--- config.mk ---
export PLATFORM = sky130hd
export DESIGN_NAME = output_restricted_deque_core
export DESIGN_NICKNAME = d
export VERILOG_FILES = /design/src/rtl/core/odq_pkg.sv /design/src/rtl/core/output_restricted_deque_core.sv /design/src/rtl/core/odq_cell.sv
export SDC_FILE = /design/constraint.sdc
export NUM_CORES = 1
export LEC_CHECK = 0
export ABC_AREA = 1
export BUFFER_PORTS_ARGS = -buffer_cell sky130_fd_sc_hd__buf_2
export CORE_MARGIN = 2
export CORE_UTILIZATION = 60
export CTS_CLUSTER_SIZE = 40
export DETAILED_ROUTE_END_ITERATION = 10
export GPL_TIMING_DRIVEN = 0
export PLACE_DENSITY = 0.77
export SYNTH_ARGS = -nofsm -noshare
export SYNTH_HDL_FRONTEND = slang
export SYNTH_HIERARCHICAL = 1
export SYNTH_SLANG_ARGS = --single-unit
--- constraint.sdc ---
create_clock -name clk -period 5.8 [get_ports clk]
set_input_delay 0.58 -clock clk [delete_from_list [all_inputs] [get_ports clk]]
set_output_delay 0.58 -clock clk [all_outputs]
set_load 0.05 [all_outputs]
--- src/rtl/core/odq_pkg.sv ---
// -----------------------------------------------------------------------------
// odq_pkg: shared definitions for the output-restricted deque core
// Holds the depth, the field widths, the operation and status codes, and the
// command word that the top level sends to each storage cell.
// -----------------------------------------------------------------------------
package odq_pkg;

    // Storage depth and derived widths.
    localparam int DEPTH   = 16;
    localparam int DATA_W  = 32;
    localparam int CNT_W   = $clog2(DEPTH + 1);
    localparam int OP_W    = 2;
    localparam int STAT_W  = 2;

    // Operation codes.
    localparam logic [OP_W-1:0] OP_PUSH_FRONT = 2'd0;
    localparam logic [OP_W-1:0] OP_PUSH_REAR  = 2'd1;
    localparam logic [OP_W-1:0] OP_POP_FRONT  = 2'd2;

    // Status codes.
    localparam logic [STAT_W-1:0] ST_DONE  = 2'd0;
    localparam logic [STAT_W-1:0] ST_FULL  = 2'd1;
    localparam logic [STAT_W-1:0] ST_EMPTY = 2'd2;

    // Per-cell command: take the new word, take the front-side neighbor,
    // or take the rear-side neighbor.
    typedef struct packed {
        logic load;
        logic shift_from_front;
        logic shift_from_rear;
    } cell_cmd_t;

endpackage

--- src/rtl/core/output_restricted_deque_core.sv ---
// -----------------------------------------------------------------------------
// output_restricted_deque_core: output-restricted deque of signed words
// The front entry always sits in cell 0. A push at the front shifts the chain
// toward the rear, a pop shifts it toward the front, and a push at the rear
// writes the cell just past the last occupied one.
//
//   Channel   Handshake          Payload
//   -------   ----------------   ---------------------------------------------
//   command   start / busy       op, push_value
//   result    done (strobe)      popped_value, status, now_empty, now_full
//
// The result strobe is raised in the cycle after the command is accepted, and
// a new item may be accepted at every edge, so busy stays low. Each item is
// completed by the single update of the cell chain and entry count.
// Reset clears the entry count and the result strobe; cell contents are
// undefined until written. The receiver cannot stall results.
// -----------------------------------------------------------------------------
module output_restricted_deque_core
(
    input  logic                               clk,
    input  logic                               rst_n,
    input  logic                               start,
    input  logic [odq_pkg::OP_W-1:0]           op,
    input  logic signed [odq_pkg::DATA_W-1:0]  push_value,
    output logic                               busy,
    output logic                               done,
    output logic signed [odq_pkg::DATA_W-1:0]  popped_value,
    output logic [odq_pkg::STAT_W-1:0]         status,
    output logic                               now_empty,
    output logic                               now_full
);

    logic                               accept;
    logic                               is_full;
    logic                               is_empty;
    logic [odq_pkg::CNT_W-1:0]          count_reg;
    logic [odq_pkg::CNT_W-1:0]          count_next;
    logic                               do_push_front;
    logic                               do_push_rear;
    logic                               do_pop;
    logic signed [odq_pkg::DATA_W-1:0]  value_next;
    logic [odq_pkg::STAT_W-1:0]         status_next;

    logic                               done_reg;
    logic signed [odq_pkg::DATA_W-1:0]  popped_value_reg;
    logic [odq_pkg::STAT_W-1:0]         status_reg;
    logic                               now_empty_reg;
    logic                               now_full_reg;

    logic signed [odq_pkg::DATA_W-1:0]  cell_data [odq_pkg::DEPTH];
    odq_pkg::cell_cmd_t                 cell_cmd  [odq_pkg::DEPTH];

    // No item holds off the next one, so busy is tied low.
    assign busy     = 1'b0;
    assign accept   = start & ~busy;
    assign is_full  = (count_reg == odq_pkg::CNT_W'(odq_pkg::DEPTH));
    assign is_empty = (count_reg == '0);

    // Decode the operation against the current fill level.
    always_comb
    begin
        do_push_front = 1'b0;
        do_push_rear  = 1'b0;
        do_pop        = 1'b0;
        status_next   = odq_pkg::ST_DONE;
        value_next    = '0;
        count_next    = count_reg;
        if (accept)
        begin
            case (op)
                odq_pkg::OP_PUSH_FRONT:
                begin
                    if (is_full)
                    begin
                        status_next = odq_pkg::ST_FULL;
                    end
                    else
                    begin
                        do_push_front = 1'b1;
                        count_next    = count_reg + 1'b1;
                    end
                end
                odq_pkg::OP_PUSH_REAR:
                begin
                    if (is_full)
                    begin
                        status_next = odq_pkg::ST_FULL;
                    end
                    else
                    begin
                        do_push_rear = 1'b1;
                        count_next   = count_reg + 1'b1;
                    end
                end
                odq_pkg::OP_POP_FRONT:
                begin
                    if (is_empty)
                    begin
                        status_next = odq_pkg::ST_EMPTY;
                    end
                    else
                    begin
                        do_pop     = 1'b1;
                        value_next = cell_data[0];
                        count_next = count_reg - 1'b1;
                    end
                end
                default:
                begin
                    status_next = odq_pkg::ST_DONE;
                end
            endcase
        end
    end

    // Chain of cells, front entry in cell 0.
    for (genvar i = 0; i < odq_pkg::DEPTH; i++)
    begin : g_cell
        logic signed [odq_pkg::DATA_W-1:0] front_side;
        logic signed [odq_pkg::DATA_W-1:0] rear_side;

        if (i == 0)
        begin : g_first
            assign front_side = push_value;
        end
        else
        begin : g_mid_front
            assign front_side = cell_data[i-1];
        end

        if (i == odq_pkg::DEPTH - 1)
        begin : g_last
            assign rear_side = cell_data[i];
        end
        else
        begin : g_mid_rear
            assign rear_side = cell_data[i+1];
        end

        // A rear push writes the first free cell.
        assign cell_cmd[i].load =
            do_push_rear & (count_reg == odq_pkg::CNT_W'(i));
        assign cell_cmd[i].shift_from_front = do_push_front;
        assign cell_cmd[i].shift_from_rear  = do_pop;

        odq_cell u_cell
        (
            .clk        (clk),
            .cmd        (cell_cmd[i]),
            .new_word   (push_value),
            .front_data (front_side),
            .rear_data  (rear_side),
            .data       (cell_data[i])
        );
    end

    // Entry count and result strobe.
    always_ff @(posedge clk or negedge rst_n)
    begin
        if (!rst_n)
        begin
            count_reg <= '0;
            done_reg  <= 1'b0;
        end
        else
        begin
            count_reg <= count_next;
            done_reg  <= accept;
        end
    end

    // Result payload registers.
    always_ff @(posedge clk)
    begin
        if (accept)
        begin
            popped_value_reg <= value_next;
            status_reg       <= status_next;
            now_empty_reg    <= (count_next == '0);
            now_full_reg     <= (count_next == odq_pkg::CNT_W'(odq_pkg::DEPTH));
        end
    end

    assign done         = done_reg;
    assign popped_value = popped_value_reg;
    assign status       = status_reg;
    assign now_empty    = now_empty_reg;
    assign now_full     = now_full_reg;

endmodule

--- src/rtl/core/odq_cell.sv ---
// -----------------------------------------------------------------------------
// odq_cell: one storage cell of the deque chain
// Holds one word and takes a new value from the pushed word or from either
// neighbor, as commanded.
// -----------------------------------------------------------------------------
module odq_cell
(
    input  logic                              clk,
    input  odq_pkg::cell_cmd_t                cmd,
    input  logic signed [odq_pkg::DATA_W-1:0] new_word,
    input  logic signed [odq_pkg::DATA_W-1:0] front_data,
    input  logic signed [odq_pkg::DATA_W-1:0] rear_data,
    output logic signed [odq_pkg::DATA_W-1:0] data
);

    logic signed [odq_pkg::DATA_W-1:0] data_reg;
    logic signed [odq_pkg::DATA_W-1:0] data_next;

    // Select the value this cell holds after the step.
    always_comb
    begin
        data_next = data_reg;
        if (cmd.load)
        begin
            data_next = new_word;
        end
        else if (cmd.shift_from_front)
        begin
            data_next = front_data;
        end
        else if (cmd.shift_from_rear)
        begin
            data_next = rear_data;
        end
    end

    // Payload register; contents are undefined until written.
    always_ff @(posedge clk)
    begin
        data_reg <= data_next;
    end

    assign data = data_reg;

endmodule
**Yosys cells after proc, flatten, opt, wreduce, memory -nomap -nowiden**

Cells that the tools add are included.

- Memories kept: 0
- Memory bits (writable): 0
- Memory bits (read-only): 0
- Input port bits: 37
- Latch bits: 0
- Logic and storage cells: 143
- Register bits after elaboration: 554

- Mux-type cells: 62
- Shift-type cells: 0
- $add $sub $neg: 2
- Equal/unequal tests: 19
- Multipliers: 0
- Div/mod/pow operators: 0
- Reduce and logical (&&, ||, !) cells: 21
- Magnitude comparators: 0
- Bitwise operators: 17

Operators by type and width:

| operator | number |
|---|---|
| $mux W32 | 47 |
| $reduce_bool A3 Y1 | 15 |
| $eq A5 B4 Y1 const B | 8 |
| $eq A5 B3 Y1 const B | 4 |
| $and A1 B1 Y1 | 16 |
| $mux W5 | 3 |
| $eq A5 B2 Y1 const B | 2 |
| $eq A5 B5 Y1 const B | 2 |
| $logic_not A5 Y1 | 2 |
| $pmux W5 S2 | 1 |
| $mux W1 | 9 |
| $add A5 B1 Y5 const B | 1 |
| $eq A5 B1 Y1 const B | 1 |
| $sub A5 B1 Y5 const B | 1 |
| $pmux W2 S2 | 1 |
| $reduce_or A2 Y1 | 2 |
| $eq A2 B1 Y1 const B | 1 |
| $eq A2 B2 Y1 const B | 1 |
| $logic_not A2 Y1 | 1 |
| $mux W2 | 1 |
| $reduce_bool A2 Y1 | 1 |
| $not A1 Y1 | 1 |

**Depth between registers and ports, before layout**

Gate-level depths: netlist (run 1).

- Word-level depth: 7
- Depth in mapped cells: 13
- Depth with buffers taken out: 12

**Cells and area by module**

Netlist (run 1), hierarchy kept.

Modules (own cells, without submodules):

| module | instances | sequential area each (µm²) | area an instance (µm²) | cells each |
|---|---|---|---|---|
| odq_cell | 16 | 960.9 | 1974.4 | 274 |
| output_restricted_deque_core | 1 | 1231.2 | 2077.0 | 224 |

**Worst setup path before layout (run 1)**

Ideal clock, no wire load.

- Path kind: reg-to-reg
- Start point: register count_reg[0] in the netlist's numbering
- End point: register g_cell[0].u_cell.data_reg, in the netlist g_cell[0].u_cell/data[0] (enable)
- Required time: 5.411 ns
- Arrival: 3.191 ns
- Period minus slack after synthesis: 3.580 ns
- Path slack: 2.220 ns
- Cell stages (with the launch flop): 12
- Cells stage by stage: dfrtp_1 inv_1 ha_1 nand2_1 clkinv_1 nand2_1 nand2_1 nor2_1 buf_6 buf_4 nor2_1 nand2_1

RTL lines:

| item | RTL line | RTL |
|---|---|---|
| start: declaration | output_restricted_deque_core.sv:36 | `logic [odq_pkg::CNT_W-1:0] count_reg;` |
| start signal: assignment | output_restricted_deque_core.sv:167 | `count_reg <= count_next;` |
| end signal: assignment | odq_cell.sv:40 | `data_reg <= data_next;` |
| end: declaration | odq_cell.sv:16 | `logic signed [odq_pkg::DATA_W-1:0] data_reg;` |

==> results.cfg, run 1 <==
[synth]
synth.cell_area_sq_um = 33700
yosys_warnings = 6
yosysTopAreaCell = edfxtp_1
post_synth_num_cell_types = 25
syn_inst = 4608
synth.top_cell.area_share_pct = 48.9
avgSynthCellArea_sq_um = 7.31
yosys-top-cells-area = edfxtp_1, nand2_1, inv_1
yosysSeqAreaShare_pct = 49.3
synthesis.nets = 4651
ys_ff_latch = 554

[sta]
tns_ns = 0
period_minus_slack_ns = 3.87
max_clock_freq_mhz = 258
rsz0062_at_grt = false
skew_ns = 0.0116
slew_headroom_pct = 7.80
hold_violations = 0
tightest_slew_ns = 1.38
hold_ws_ns = 0.318
finalSetupViolCount = 0
fin_crit_sh_pct = 66.7
maxSlewViolCount = 0

[power]
ir_worst_vdd_mv = 0.251
total_leakage_power_nw = 20.1
power_density_nw_per_um2 = 280

[grt]
grt_start_max_net_pins = 41
grt_pass1_wl_microns = 127000
track_usage_pct = 27.0
overflow = 0
antenna_found_initial = 0
grt_pass1_vias = 27100

[final_layout]
drive_above_1_share_pct = 9.05
fin_area_sq_um = 36800
nNetsFinal = 4787
n_antenna_cell = 0
finish.utilization_pct = 66.5
final_cell_mix = nand2_1, inv_1, edfxtp_1
syn2layout_area_growth_pct = 9.29
largest_reg_flops = 512
final_common_cell = nand2_1

[place]
dp_hpwl_microns = 59300
placedInstanceArea_sq_um = 35000
place_congestion = 0.835
io_buffers = 73

[critical_path]
rr_endpoint = g_cell[7].u_cell/data[1]
path_class = reg -> reg
critPathMaxFanout = 32
r2r-start = count_reg[0]
cp-start-kind = flop
arrival_ns = 4.11
worst-r2r-cell-count = 10
crit_required_ns = 6.04
rrSetupSlack_ns = 1.93
end_kind = flop

[cts]
cts.sinks = 554
cts-root-buf = clkbuf_16
insertion_delay_ns = 0.62
ctsResizeCount = 0
htreeDepth = 2
clockBufferDepth = 3
cts_buffers = 59
path_clk_slew_ns = 0.06
cts_tree = yes

[floorplanning]
io_pins = 75
initial_core_util_pct = 60.9
fp.dieH_microns = 241
die_w_microns = 241
num_rows = 86
core_sq_um = 55300
die-area_sq_um = 58000

[detailed_routing]
drt-wirelength-per-cell_microns = 14.2
drc = 0
via_per_inst = 5.03
drtPass1Iterations = 6
detail_route.wirelength_microns = 78800
ant_nets = 0
drtIter0Drc = 2231
vias = 27900

[job]
cap_viol_max_count = 0

[min_path]
hp-class = in -> async

[run_status]
status = completed
## Yosys cell counts
cell and number:
inv_4 32, nor2_2 1, xor2_1 2, dfrtp_1 6, buf_6 65, inv_2 3
o21ai_0 2, nand2_1 2092, nand2_2 1, nor3_1 4, a22oi_4 1, nand3_2 1
edfxtp_1 548, nor2_8 1, nand2_4 2, buf_4 113, clkbuf_1 3, nor2_1 72
clkinv_1 1, inv_1 1075, nand3_1 527, conb_1 1, nand4_1 1, ha_1 6
buf_2 48
## cell type report
cell class | instances | area (sq um)
plain buffers | 229 | 1830
clock inverters | 29 | 184
clock buffers | 74 | 1580
repair buffers | 75 | 390
inverters | 1111 | 4250
well taps | 748 | 936
flip-flops and latches | 554 | 16600
multi-input cells | 2714 | 11000
fillers | 4809 | 18500
## kinds of logic after synthesis
logic type / after synthesis / synth area share (%)
AND/OR/NAND/NOR: 2702 / 32.2
buffers and inverters: 1340 / 18.1
adder cells (fa/ha/maj): 6 / 0.223
other: 1 / 0.0111
AO/OA/AOI/OAI: 3 / 0.0929
XOR/XNOR: 2 / 0.0520
flip-flops: 554 / 49.3
## layer usage
metal | vias up | GRT usage (%) | routed length (microns)
met5 | - | 0 | 0
met4 | 0 | 5.61 | 1150
met3 | 98 | 3.01 | 4140
met2 | 658 | 47.2 | 38800
met1 | 13100 | 36.6 | 34700
li1 | 14000 | - | -
## what timing repair did
| item | CTS | global route |
|---|---|---|
| hold endpoints to repair | 6 | 0 |
| buffers inserted | 0 | 0 |
| hold buffers | 1 | 0 |
## report_power, final
part | leakage [nW] | internal (mW) | switching (mW)
registers | 5.20 | 4.93 | 0.191
logic | 14.0 | 0.522 | 1.11
clock network | 0.862 | 1.99 | 1.57
total | 20.1 | 7.43 | 2.87
## per-stage QoR
stage / cells / power [mW] / setup slack, ns
2_1_floorplan: 4608 / 6.34 / 2.22
3_3_place_gp: 5429 / 6.76 / 0.558
3_5_place_dp: 5430 / 6.82 / 1.26
4_1_cts: 5534 / 10.4 / 1.51
5_1_grt: 5534 / 10.8 / 1.65
6_report: 5534 / 10.3 / 1.93
## worst max-delay path, stage by stage, from the launching register on
cell,delay [ns]
dfrtp_1,0.46
inv_1,0.15
ha_1,0.24
inv_1,0.07
nor2_2,0.07
nand2_4,0.09
nand2_4,0.10
clkbuf_1,0.32
nor2_1,1.11
nor2_1,0.14
nand2_2,0.70
## how the worst max path moves through the flow
stage,from,end,slack [ns],depth (start not counted)
detailed placement,start,g_cell[11].u_cell/data[1],1.26,9
CTS,count_reg[0],g_cell[15].u_cell/data[13],1.51,10
floorplan,count_reg[0],g_cell[0].u_cell/data[0],2.22,11
finish,count_reg[0],g_cell[7].u_cell/data[1],1.93,10
global placement,start,g_cell[15].u_cell/data[2],0.56,7
global route,count_reg[0],g_cell[13].u_cell/data[13],1.65,10
Power figures use the tool's default switching activity.
==> inputs of run 2 (changes only) <==
--- a/config.mk
+++ b/config.mk
@@ -8,11 +8,11 @@
 export ABC_AREA = 1
 export BUFFER_PORTS_ARGS = -buffer_cell sky130_fd_sc_hd__buf_2
 export CORE_MARGIN = 2
-export CORE_UTILIZATION = 60
+export CORE_UTILIZATION = 58
 export CTS_CLUSTER_SIZE = 40
 export DETAILED_ROUTE_END_ITERATION = 10
 export GPL_TIMING_DRIVEN = 0
-export PLACE_DENSITY = 0.77
+export PLACE_DENSITY = 0.78
 export SYNTH_ARGS = -nofsm -noshare
 export SYNTH_HDL_FRONTEND = slang
 export SYNTH_HIERARCHICAL = 1
==> constraint.sdc (replaced) <==
create_clock -name clk -period 3.3 [get_ports clk]
set_input_delay 0.33 -clock clk [delete_from_list [all_inputs] [get_ports clk]]
set_output_delay 0.33 -clock clk [all_outputs]
set_load 0.05 [all_outputs]
==> results.cfg, run 2 (synthesis gave the netlist of run 1 again) <==
[final_layout]
multi_input_area_sq_um = 11100
seq_area_sq_um = 16600
largest_reg_flops = 512
fill_cells = 4980
final_cell_mix = nand2_1, inv_1, edfxtp_1
n_antenna_cell = 0
nNetsFinal = 4787
drive_above_1_share_pct = 9.16
finish.utilization_pct = 64.2
final_common_cell = nand2_1
syn2layout_area_growth_pct = 9.78

[grt]
grt_pass1_wl_microns = 128000
track_usage_pct = 26.0
grt_start_max_net_pins = 41
antenna_found_initial = 0
overflow = 0
grt_pass1_vias = 27600

[cts]
htreeDepth = 2
clockBufferDepth = 3
cts_tree = yes
insertion_delay_ns = 0.62
cts-root-buf = clkbuf_16
cts.sinks = 554
cts_buffers = 59
path_clk_slew_ns = 0.06

[sta]
fin_crit_sh_pct = 91.0
maxSlewViolCount = 0
tightest_slew_ns = 0.971
finalSetupViolCount = 0
max_clock_freq_mhz = 333
period_minus_slack_ns = 3.00
hold_ws_ns = 0.0547
rsz0062_at_grt = false
hold_violations = 0
slew_headroom_pct = 35.3
skew_ns = 0.0112

[floorplanning]
die_w_microns = 245
die-area_sq_um = 60000
core_sq_um = 57600
io_pins = 75
fp.dieH_microns = 245
num_rows = 88
initial_core_util_pct = 58.5

[critical_path]
rr_endpoint = g_cell[13].u_cell/data[5]
end_kind = flop
r2r-start = count_reg[0]
crit_required_ns = 3.57
path_class = reg -> reg
rrSetupSlack_ns = 0.30
cp-start-kind = flop
worst-r2r-cell-count = 10
critPathMaxFanout = 32
arrival_ns = 3.27

[power]
ir_worst_vdd_mv = 0.424
power_density_nw_per_um2 = 493
total_leakage_power_nw = 20.2

[place]
place_congestion = 0.838
dp_hpwl_microns = 58700
io_buffers = 73

[detailed_routing]
dr_wl_met2_microns = 38800
ant_nets = 0
drtPass1Iterations = 6
top_layer_used = met4
detail_route.wirelength_microns = 78400
drt-wirelength-per-cell_microns = 14.1
vias = 27900
wl_met1_microns = 33900
drc = 0
via_per_inst = 5.03
drtIter0Drc = 2085
met3_length_microns = 4320

[job]
cap_viol_max_count = 0

[run_status]
status = completed

[min_path]
hp-class = in -> async
[run 2: timing repair]
item	in CTS	in global routing
hold buffers	1	0
gates resized for setup	34	1
buffers inserted	0	1
endpoints found under the setup margin	512	512
gates cloned	0	0
hold endpoints to repair	6	0
pin swaps	0	1
[run 2: power by group]
part           leakage (nW)  total [mW]  internal, mW  switching [mW]
combinational          14.1        2.88         0.926            1.96
sequential             5.20        8.99          8.65           0.341
clock                 0.896        6.34          3.57            2.77
total                  20.2        18.2          13.1            5.07
[run 2: worst max-delay path by stage]
stage | from | to | cells past startpoint
final | count_reg[0] | g_cell[13].u_cell/data[5] | 10
after global routing | count_reg[0] | g_cell[10].u_cell/data[2] | 10
after CTS | count_reg[0] | g_cell[15].u_cell/data[8] | 10
after detailed placement | start | g_cell[14].u_cell/data[1] | 7
after global placement | start | g_cell[15].u_cell/data[8] | 7
after floorplan | count_reg[0] | g_cell[0].u_cell/data[0] | 11
[run 2: layer usage]
metal  vias up  track usage (%)
met2       698             45.2
met4         0             6.10
met1     13100             34.7
met5         -                0
met3       119             3.36
li1      14000                -
[run 2: critical path, stage by stage, from the launching register on]
cell	delay, ns
dfrtp_1	0.47
inv_1	0.19
ha_1	0.19
inv_1	0.05
nor2_2	0.17
nand2_4	0.08
nand2_4	0.14
clkbuf_1	0.55
nor2_4	0.22
nor2_1	0.24
nand2_4	0.31
[run 2: cell type report]
cell class / instances / share of cell area [%]
flip-flops and latches: 554 / 44.9
multi-input cells: 2714 / 30.1
inverters: 1111 / 11.5
plain buffers: 229 / 4.96
clock buffers: 70 / 4.22
well taps: 765 / 2.59
repair buffers: 75 / 1.07
clock inverters: 39 / 0.660
[run 2: metrics by stage]
stage | cells | setup TNS, ns | setup WS (ns) | instance area (sq um) | power, mW
after floorplan | 4608 | 0 | 0.0928 | 33700 | 11.1
after global placement | 5446 | -525.38 | -1.07 | 35000 | 11.9
after detailed placement | 5446 | -634.68 | -1.22 | 35000 | 12.0
after CTS | 5556 | 0 | 0.100 | 36900 | 18.3
after global routing | 5557 | 0 | 0.0865 | 37000 | 19.0
final | 5557 | 0 | 0.297 | 37000 | 18.2
